**config.mk**
```make
export PLATFORM = sky130hd
export DESIGN_NAME = lsb_first_bit_packer
export DESIGN_NICKNAME = d
export VERILOG_FILES = /design/src/design/lsbp_pkg.sv /design/src/design/lsbp_datapath.sv /design/src/design/lsbp_ctrl.sv /design/src/design/lsb_first_bit_packer.sv
export SDC_FILE = /design/constraint.sdc
export NUM_CORES = 1
export LEC_CHECK = 0
export BUFFER_PORTS_ARGS = -buffer_cell sky130_fd_sc_hd__buf_2
export CAP_MARGIN = 20
export CORE_MARGIN = 10
export CORE_UTILIZATION = 39
export DETAILED_ROUTE_END_ITERATION = 7
export PLACE_DENSITY_LB_ADDON = 0.25
export SLEW_MARGIN = 20
export SYNTH_ARGS = -nofsm -noshare
export SYNTH_HDL_FRONTEND = slang
export SYNTH_SLANG_ARGS = --single-unit
```
**constraint.sdc**
```tcl
create_clock -name clock -period 3.01 [get_ports clock]
set_input_delay 0.602 -clock clock [delete_from_list [all_inputs] [get_ports clock]]
set_output_delay 0.602 -clock clock [all_outputs]
set_load 0.01 [all_outputs]
```
**src/design/lsbp_pkg.sv**
```systemverilog
// ---------------------------------------------------------------------------
// lsbp_pkg: shared types and constants of the LSB-first bit packer
// Item kinds, datapath command and status groups, and datapath widths.
// ---------------------------------------------------------------------------
`default_nettype none

package lsbp_pkg;

   // Bits in one output byte.
   localparam int BYTE_BITS = 8;

   // Width of an appended code and of its bit count.
   localparam int CODE_BITS  = 32;
   localparam int COUNT_BITS = 6;

   // Accumulator: a partial byte of up to seven bits plus one full code.
   localparam int ACC_BITS = BYTE_BITS + CODE_BITS;

   // Bytes still to send for one item, 0 to 4.
   localparam int BYTES_BITS = 3;

   // Item kinds, carried on the request tuser bit.
   localparam logic CMD_APPEND = 1'b0;
   localparam logic CMD_FLUSH  = 1'b1;

   // Commands from the controller to the datapath.
   typedef struct packed {
      logic load_write;  // merge the request code into the accumulator
      logic load_flush;  // queue the partial byte for output and clear the fill
      logic shift_byte;  // the current output byte was taken
   } dp_cmd_type;

   // Status from the datapath to the controller.
   typedef struct packed {
      logic write_has_bytes;  // the request code completes at least one byte
      logic fill_zero;        // no bits are held in the partial byte
      logic last_byte;        // the byte on the output is the last of the item
   } dp_status_type;

endpackage : lsbp_pkg

`default_nettype wire

```
**src/design/lsbp_datapath.sv**
```systemverilog
// ---------------------------------------------------------------------------
// lsbp_datapath: accumulator and byte counter of the bit packer
// Merges codes above the held bits; shifts completed bytes out, one a cycle when taken.
// ---------------------------------------------------------------------------
`default_nettype none

module lsbp_datapath #(
   parameter int MAX_CODE_BITS = 32
) (
   input  wire                          clock,
   input  wire                          reset,
   input  lsbp_pkg::dp_cmd_type         cmd,
   output lsbp_pkg::dp_status_type      status,
   input  wire [lsbp_pkg::CODE_BITS-1:0]  code_value,
   input  wire [lsbp_pkg::COUNT_BITS-1:0] bit_count,
   output logic [lsbp_pkg::BYTE_BITS-1:0] out_byte
);
   import lsbp_pkg::*;

   // Largest number of bits that one code may append.
   localparam int LIMIT = (MAX_CODE_BITS < CODE_BITS) ? MAX_CODE_BITS : CODE_BITS;

   logic [ACC_BITS-1:0]   acc_ff, acc_in;
   logic [2:0]            fill_ff, fill_in;
   logic [BYTES_BITS-1:0] bytes_ff, bytes_in;

   logic [COUNT_BITS-1:0] eff_count;
   logic [CODE_BITS-1:0]  masked_code;
   logic [ACC_BITS-1:0]   merged;
   logic [COUNT_BITS-1:0] total;
   logic [BYTES_BITS-1:0] total_bytes;

   // Saturate the bit count, drop unused code bits and place the code above
   // the bits already held. Bits above the fill are zero whenever a code is merged.
   always_comb begin
      eff_count   = (bit_count > COUNT_BITS'(LIMIT)) ? COUNT_BITS'(LIMIT) : bit_count;
      masked_code = code_value & ~({CODE_BITS{1'b1}} << eff_count);
      merged      = acc_ff | (ACC_BITS'(masked_code) << fill_ff);
      total       = COUNT_BITS'(fill_ff) + eff_count;
      total_bytes = BYTES_BITS'(total >> 3);
   end

   // Next state of the accumulator, fill and pending byte count.
   always_comb begin
      acc_in   = acc_ff;
      fill_in  = fill_ff;
      bytes_in = bytes_ff;
      if (cmd.load_write) begin
         acc_in   = merged;
         fill_in  = total[2:0];
         bytes_in = total_bytes;
      end else if (cmd.load_flush) begin
         fill_in  = 3'd0;
         bytes_in = BYTES_BITS'(1);
      end else if (cmd.shift_byte) begin
         acc_in   = acc_ff >> BYTE_BITS;
         bytes_in = bytes_ff - BYTES_BITS'(1);
      end
   end

   always_ff @(posedge clock) begin
      if (reset) begin
         acc_ff   <= '0;
         fill_ff  <= 3'd0;
         bytes_ff <= '0;
      end else begin
         acc_ff   <= acc_in;
         fill_ff  <= fill_in;
         bytes_ff <= bytes_in;
      end
   end

   // Status and output byte.
   always_comb begin
      status.write_has_bytes = (total_bytes != '0);
      status.fill_zero       = (fill_ff == 3'd0);
      status.last_byte       = (bytes_ff == BYTES_BITS'(1));
      out_byte               = acc_ff[BYTE_BITS-1:0];
   end

endmodule : lsbp_datapath

`default_nettype wire

```
**src/design/lsbp_ctrl.sv**
```systemverilog
// ---------------------------------------------------------------------------
// lsbp_ctrl: controller of the bit packer
// Accepts one item at a time and steps its bytes out over the result channel.
// ---------------------------------------------------------------------------
`default_nettype none

module lsbp_ctrl (
   input  wire                      clock,
   input  wire                      reset,
   input  wire                      req_tvalid,
   output logic                     req_tready,
   input  wire                      req_command,
   output logic                     rsp_tvalid,
   input  wire                      rsp_tready,
   output logic                     rsp_tlast,
   input  lsbp_pkg::dp_status_type  status,
   output lsbp_pkg::dp_cmd_type     cmd
);
   import lsbp_pkg::*;

   typedef enum logic [1:0] {
      ST_IDLE = 2'b01,
      ST_EMIT = 2'b10
   } state_type;

   state_type state_ff, state_in;

   // Next state and datapath commands.
   always_comb begin
      state_in   = state_ff;
      cmd        = '0;
      req_tready = 1'b0;
      rsp_tvalid = 1'b0;
      unique case (state_ff)
         ST_IDLE: begin
            req_tready = 1'b1;
            if (req_tvalid) begin
               if (req_command == CMD_FLUSH) begin
                  if (!status.fill_zero) begin
                     cmd.load_flush = 1'b1;
                     state_in       = ST_EMIT;
                  end
               end else begin
                  cmd.load_write = 1'b1;
                  if (status.write_has_bytes) begin
                     state_in = ST_EMIT;
                  end
               end
            end
         end
         ST_EMIT: begin
            rsp_tvalid = 1'b1;
            if (rsp_tready) begin
               cmd.shift_byte = 1'b1;
               if (status.last_byte) begin
                  state_in = ST_IDLE;
               end
            end
         end
         default: begin
            state_in = ST_IDLE;
         end
      endcase
   end

   assign rsp_tlast = status.last_byte;

   always_ff @(posedge clock) begin
      if (reset) begin
         state_ff <= ST_IDLE;
      end else begin
         state_ff <= state_in;
      end
   end

endmodule : lsbp_ctrl

`default_nettype wire

```
**src/design/lsb_first_bit_packer.sv**
```systemverilog
// ---------------------------------------------------------------------------
// lsb_first_bit_packer: LSB-first bit packer for DEFLATE-style output
// Appends variable-length codes least significant bit first and emits each
// completed byte; a flush item emits the held partial byte.
// ---------------------------------------------------------------------------
// The first byte of an item is offered in the cycle after the item is
// accepted. Bytes leave at one per cycle, while rsp_tready is high, from the
// accumulator shift register; an item yields 0 to 4 bytes.
// Reset clears the partial byte, the fill count and the controller state.
`default_nettype none

module lsb_first_bit_packer #(
   parameter int MAX_CODE_BITS = 32
) (
   input  wire         clock,
   input  wire         reset,
   // Request channel.
   input  wire         req_tvalid,
   output logic        req_tready,
   input  wire  [39:0] req_tdata,   // [31:0] code_value, [37:32] bit_count, [39:38] zero
   input  wire         req_tuser,   // [0] command
   // Result channel.
   output logic        rsp_tvalid,
   input  wire         rsp_tready,
   output logic [7:0]  rsp_tdata,   // [7:0] out_byte
   output logic        rsp_tlast    // last_of_run
);
   import lsbp_pkg::*;

   dp_cmd_type    cmd;
   dp_status_type status;

   // Sequencing of items and bytes.
   lsbp_ctrl u_ctrl (
      .clock       (clock),
      .reset       (reset),
      .req_tvalid  (req_tvalid),
      .req_tready  (req_tready),
      .req_command (req_tuser),
      .rsp_tvalid  (rsp_tvalid),
      .rsp_tready  (rsp_tready),
      .rsp_tlast   (rsp_tlast),
      .status      (status),
      .cmd         (cmd)
   );

   // Accumulator and byte output.
   lsbp_datapath #(
      .MAX_CODE_BITS (MAX_CODE_BITS)
   ) u_datapath (
      .clock      (clock),
      .reset      (reset),
      .cmd        (cmd),
      .status     (status),
      .code_value (req_tdata[CODE_BITS-1:0]),
      .bit_count  (req_tdata[CODE_BITS+COUNT_BITS-1:CODE_BITS]),
      .out_byte   (rsp_tdata)
   );

endmodule : lsb_first_bit_packer

`default_nettype wire
```
Word-level counts from Yosys, hierarchy flattened:

Cells that the tools add are included.
Widths: inputs -> output; s select.

* $lt $le $gt $ge: 1
* bitwise gates (word level): 3
* eq/ne operators: 9
* mux-type cells: 25
* add/subtract/negate cells: 2
* reduce and logical (&&, ||, !) cells: 7
* shifts and indexed selects: 2

Operators by type and width (count)
* $mux 40: 3
* $or 40x40->40: 1
* $shl 32x3->40: 1
* $and 32x32->32: 1
* $not 32->32: 1
* $shl 32x6->32 const A: 1
* $mux 2: 8
* $mux 3: 5
* $mux 1: 7
* $add 3x6->6: 1
* $gt 6x6->1 const B: 1
* $mux 6: 1
* $ne 2x2->1 const B: 3
* $ne 3x3->1 const B: 2
* $reduce_bool 3->1: 2
* $reduce_and 5->1: 1
* $pmux 2 s2: 1
* $reduce_bool 2->1: 2
* $eq 3x1->1 const B: 1
* $logic_not 3->1: 1
* $sub 3x1->3 const B: 1
* $eq 2x1->1 const B: 1
* $eq 2x2->1 const B: 1
* $ne 2x1->1 const B: 1
* $reduce_and 2->1: 1

* logic and storage cells: 53
* output and inout bits: 11
* flip-flop bits (word level): 48
* input bits: 45

Longest topological paths before layout:

* depth in word-level cells: 8
* depth in mapped cells: 12
* mapped depth without buffers: 8

Hierarchy:

A second synthesis with hierarchy kept.

* cell total of the unflattened synthesis: 558
* area total of the unflattened synthesis: 4340.4 µm²

By module, submodules not included
* lsbp_datapath: cells each 542, seq. area each 900.9 µm², area each 4202.8 µm², times used 1
* lsbp_ctrl: cells each 16, seq. area each 40.0 µm², area each 137.6 µm², times used 1

Worst setup path before layout:

OpenSTA, ideal clock, no wires.

* path kind: input to register
* from: input req_tdata[37]
* to: register u_ctrl.state_ff[0]
* path slack: 188 ps
* data required time: 2888 ps
* stages: 12
* arrival: 2700 ps
* path buffers: 4
* library setup time: 122 ps
* cell sequence: buf_4 -> buf_6 -> buf_6 -> clkbuf_1 -> nor2b_1 -> ha_1 -> fa_1 -> a21oi_1 -> o21ai_0 -> a21oi_1 -> nor2_1 -> a221o_1

* longest elaborated chain between the ends: 6

Ends and longest elaborated chain
* start, declared: line lsb_first_bit_packer.sv:20 `input wire [39:0] req_tdata,`
* $gt 6x6->1: line lsbp_datapath.sv:36 `eff_count = (bit_count > COUNT_BITS'(LIMIT)) ? COUNT_BITS'(LIMIT) : bit_count;`
* $mux 6 *: line lsbp_datapath.sv:36
* $add 3x6->6 *: line lsbp_datapath.sv:39 `total = COUNT_BITS'(fill_ff) + eff_count;`
* $reduce_bool 3->1 *: line lsbp_datapath.sv:75 `status.write_has_bytes = (total_bytes != '0);`
* $ne 3x3->1 (no source line) *
* $reduce_and 5->1 (no source line) *
* end signal, assigned: line lsbp_ctrl.sv:72 `state_ff <= state_in;`
* end, declared: line lsbp_ctrl.sv:26 `state_type state_ff, state_in;`

Every way passes the cells marked *; elsewhere a longest branch is shown, timed or not.
A chain may end at the register's enable or synchronous reset.

Worst setup path in the final report:

* from: register u_datapath.fill_ff[0]
* to: register u_datapath.acc_ff[28]

* longest elaborated chain between the ends: 7
* elaborated cells between the ends (all ways): 10
* classes of those cells: eq/ne: 1; shift: 1; mux: 5; bitwise: 1; reduce/logical: 2

Ends and longest elaborated chain
* start, declared: line lsbp_datapath.sv:24 `logic [2:0] fill_ff, fill_in;`
* start signal, assigned: line lsbp_datapath.sv:68 `fill_ff <= fill_in;`
* $logic_not 3->1: line lsbp_datapath.sv:76 `status.fill_zero = (fill_ff == 3'd0);`
* $mux 1: line lsbp_ctrl.sv:39 `if (!status.fill_zero) begin`
* $mux 1: line lsbp_ctrl.sv:38 `if (req_command == CMD_FLUSH) begin`
* $mux 2: line lsbp_ctrl.sv:37 `if (req_tvalid) begin`
* $mux 2: line lsbp_ctrl.sv:34 `unique case (state_ff)`
* $ne 2x1->1 (no source line)
* $reduce_and 2->1 (no source line)
* end signal, assigned: line lsbp_datapath.sv:67 `acc_ff <= acc_in;`
* end, declared: line lsbp_datapath.sv:23 `logic [ACC_BITS-1:0] acc_ff, acc_in;`

Parallel ways exist; a longest one is shown, timed or not.

==> metrics.cfg <==
[outcome]
status=complete, no violations

[die]
boundaryPins=56
start_util_pct=40.3
die_h_um=124
die-area_mm2=0.0153
core-area_mm2=0.0104
die_w_um=124
rows=37

[place]
gp_congestion=0.861
hpwl_um=10000
io_buffer_count=53

[synth]
syn_avg_cell_area_um2=7.76
ys_seq_area_share_pct=22.5
synth-seq-cells=47
synthTopCellsByArea=dfxtp_1 23%, mux4_2 4.8%, nand2_1 4.8%
synth_flop_cell=dfxtp_1
synth_fp_nets=590
synth_top_cell_area_share_pct=22.5
yosysWarnings=0
synth_top_area_cell=dfxtp_1
syn_area_mm2=0.00418
ys_types=73
synth_edf_count=0
async_reset_ff_share_pct=0
synthCells=539

[global_route]
grt_pass1_vias=4047
grt_start_max_net_pins=47
grt_antenna_before_repair=0
grt_pass1_wl_um=21300
grt_usage_pct=17.2
grt_overflow_total=0

[drt]
vias_per_cell=6.27
vias=4326
avgRoutedWirePerCell_um=19.3
final_antenna_net_count=0
drtIter0Drc=383
firstDrtPassIters=5
drc_errors=0
routed_wl_um=13300

[power_and_ir_drop]
leakage_nw=1.67
swShare_pct=31.6
pwr-share-seq_pct=40.2
internal_power_w=0.00118
ir_drop_uv=202
pwr-share-clk_pct=32.5
p_sw_w=0.000546
power_frac_comb_pct=27.2
pwr_density_cell_mw_per_mm2=382

[critical_path]
worst_ep_arrival_time_ns=2.84
startpoint=u_datapath.fill_ff[0]
critical_path.max_stage_delay_ns=0.71
critPathSlowestCell=dfxtp_2
worstSetupEndpoint=u_datapath.acc_ff[28]
crit_required_ns=3.24
rr_endpoint=u_datapath.acc_ff[28]
start_kind=register
r2r-start=u_datapath.fill_ff[0]
cp-end-kind=register
crit_chain=buf_4, mux2i_1, a2111oi_0, a311oi_1, o21a_1, nor3_1
cp_max_fo=30
ff2ff_path_depth=6
path_class=register to register
r2r_slack_ns=0.40

[sta]
post-route-period-util_pct=86.7
period_needed_ns=2.61
whs_ns=0.477
tightest_slew_ns=0.770
rsz0062_at_grt=false
max_freq_ghz=0.383
relSlewSlack_pct=47.4
setup_violations=0
fin_skew_ns=0.00822
hold_viol=0
drv_slew=0
fin_setup_tns_ns=0

[clock_network]
cts-root-buf=clkbuf_8
cts_tree=done
cts_made_buffers=5
clockBufferDepth=2
post_cts_resized=0
clk_pin_slew_worst_paths_ns=0.10
cts.sinks=47
htreeDepth=2
post_cts_buffers=0
clock_latency_ns=0.31
postCtsHoldBufs=0

[job]
maxCapViolCount=0

[worst_hold_path]
hp-class=register to register
timing.hold.worst.start=u_datapath.acc_ff[32]

[layout]
drive_above_1_share_pct=19.5
syn2layout_area_growth_pct=8.32
multiInputGateArea_mm2=0.00285
num_antenna_cells=0
nNetsFinal=604
fillers=1113
ff_latch_area_um2=943

## synth_stat cells, drive strengths merged, types with 3 or more instances
library cell,count
a211oi,14
a21boi,3
a21o,5
a21oi,25
a221oi,12
a311oi,7
a31o,4
a31oi,16
and2,4
and3,3
buf,39
clkbuf,21
dfxtp,47
ha,5
inv,14
mux2,7
mux2i,20
mux4,9
nand2,54
nand2b,3
nand3,19
nor2,50
nor2b,7
nor3,13
nor3b,3
nor4,5
o211a,4
o211ai,7
o21a,9
o21ai,28
o221ai,8
o22ai,9
o31ai,3
o41a,5
o41ai,3
or2,3
or3,9
## critical path, delay by kind of cell (launching register included)
family          cells  cell delay, ns
flops               1            0.71
compound gates      3            1.08
simple gates        1            0.15
mux                 1            0.16
buf+inv             1            0.42
## routing by layer
| layer | vias to the layer above | global-route usage, % | part of all wire (%) | wire length (um) |
|---|---|---|---|---|
| li1 | 2079 | - | - | - |
| met1 | 2058 | 25.3 | 48 | 6420 |
| met2 | 180 | 26.3 | 45 | 5940 |
| met3 | 9 | 1.69 | 6.1 | 814 |
| met4 | 0 | 3.78 | 0.98 | 131 |
| met5 | - | 0 | 0 | 0 |
## cells in the final DEF (no fill, tap or decap), types with 4 or more instances in the layout
cell	count
nand2_1	54
buf_2	53
nor2_1	50
dfxtp_1	45
o21ai_0	28
a21oi_1	25
mux2i_1	20
nand3_1	19
a31oi_1	16
buf_4	14
inv_1	13
nor3_1	13
a221oi_1	12
a211oi_1	12
or3_1	9
o22ai_1	9
o21a_1	9
mux4_2	9
o221ai_1	8
nor2b_1	7
a311oi_1	7
o211ai_1	7
mux2_2	7
a21o_1	5
nor4_1	5
o41a_1	5
ha_1	5
clkbuf_8	5
and2_1	4
a31o_2	4
o211a_1	4
## worst min-delay path by stage
stage | to | slack, ns | cells past startpoint
after floorplan | u_datapath.acc_ff[32] | 0.43 | 2
after global placement | u_datapath.acc_ff[32] | 0.46 | 2
after detailed placement | u_datapath.acc_ff[38] | 0.47 | 1
after CTS | u_datapath.acc_ff[38] | 0.49 | 1
after global routing | u_datapath.acc_ff[37] | 0.50 | 1
final | u_datapath.acc_ff[32] | 0.48 | 2
## final cells by class
type,instances,share of cell area [%]
Clock buffer,5,1.52
Clock inverter,3,1.49
Inverter,15,1.24
Multi-Input combinational cell,417,63.0
Sequential cell,47,20.8
Tap cell,136,3.76
Timing Repair Buffer,67,8.18
## power groups by stage
stage | clock network (W) | logic, W | registers [W]
after floorplan | 0 | 0.000349 | 0.000696
after global placement | 0 | 0.000454 | 0.000709
after detailed placement | 0 | 0.000462 | 0.000710
after CTS | 0.000566 | 0.000465 | 0.000696
after global routing | 0.000589 | 0.000518 | 0.000702
final | 0.000563 | 0.000471 | 0.000696
## flip-flops by register name, indices dropped and copies added (netlist names)
register and cells:
u_datapath.fill_ff 3, u_ctrl.state_ff 2, u_datapath.bytes_ff 3, u_datapath.acc_ff 39
## cells by family (layout without fill, tap and decap cells)
| kind of cell | after synthesis | count (layout) | synth area share [%] |
|---|---|---|---|
| multiplexers | 36 | 36 | 11.5 |
| adder cells (fa/ha/maj) | 7 | 7 | 2.21 |
| AND/OR/NAND/NOR | 183 | 183 | 20.8 |
| buffers and inverters | 75 | 90 | 9.43 |
| XOR/XNOR | 2 | 2 | 0.419 |
| flip-flops | 47 | 47 | 22.5 |
| AO/OA/AOI/OAI | 189 | 189 | 33.1 |
## per-stage QoR
stage               cells  area (um2)  setup slack, ns  utilization (%)  power [W]
detailed placement    682        4390            0.345             42.4    0.00117
global placement      682        4390            0.391             42.4    0.00116
global route          690        4530            0.304             43.7    0.00181
CTS                   690        4530            0.436             43.7    0.00173
finish                690        4530            0.401             43.7    0.00173
floorplan             539        4180            0.188                -    0.00105
Note: power is estimated with default switching activity, not from simulation.
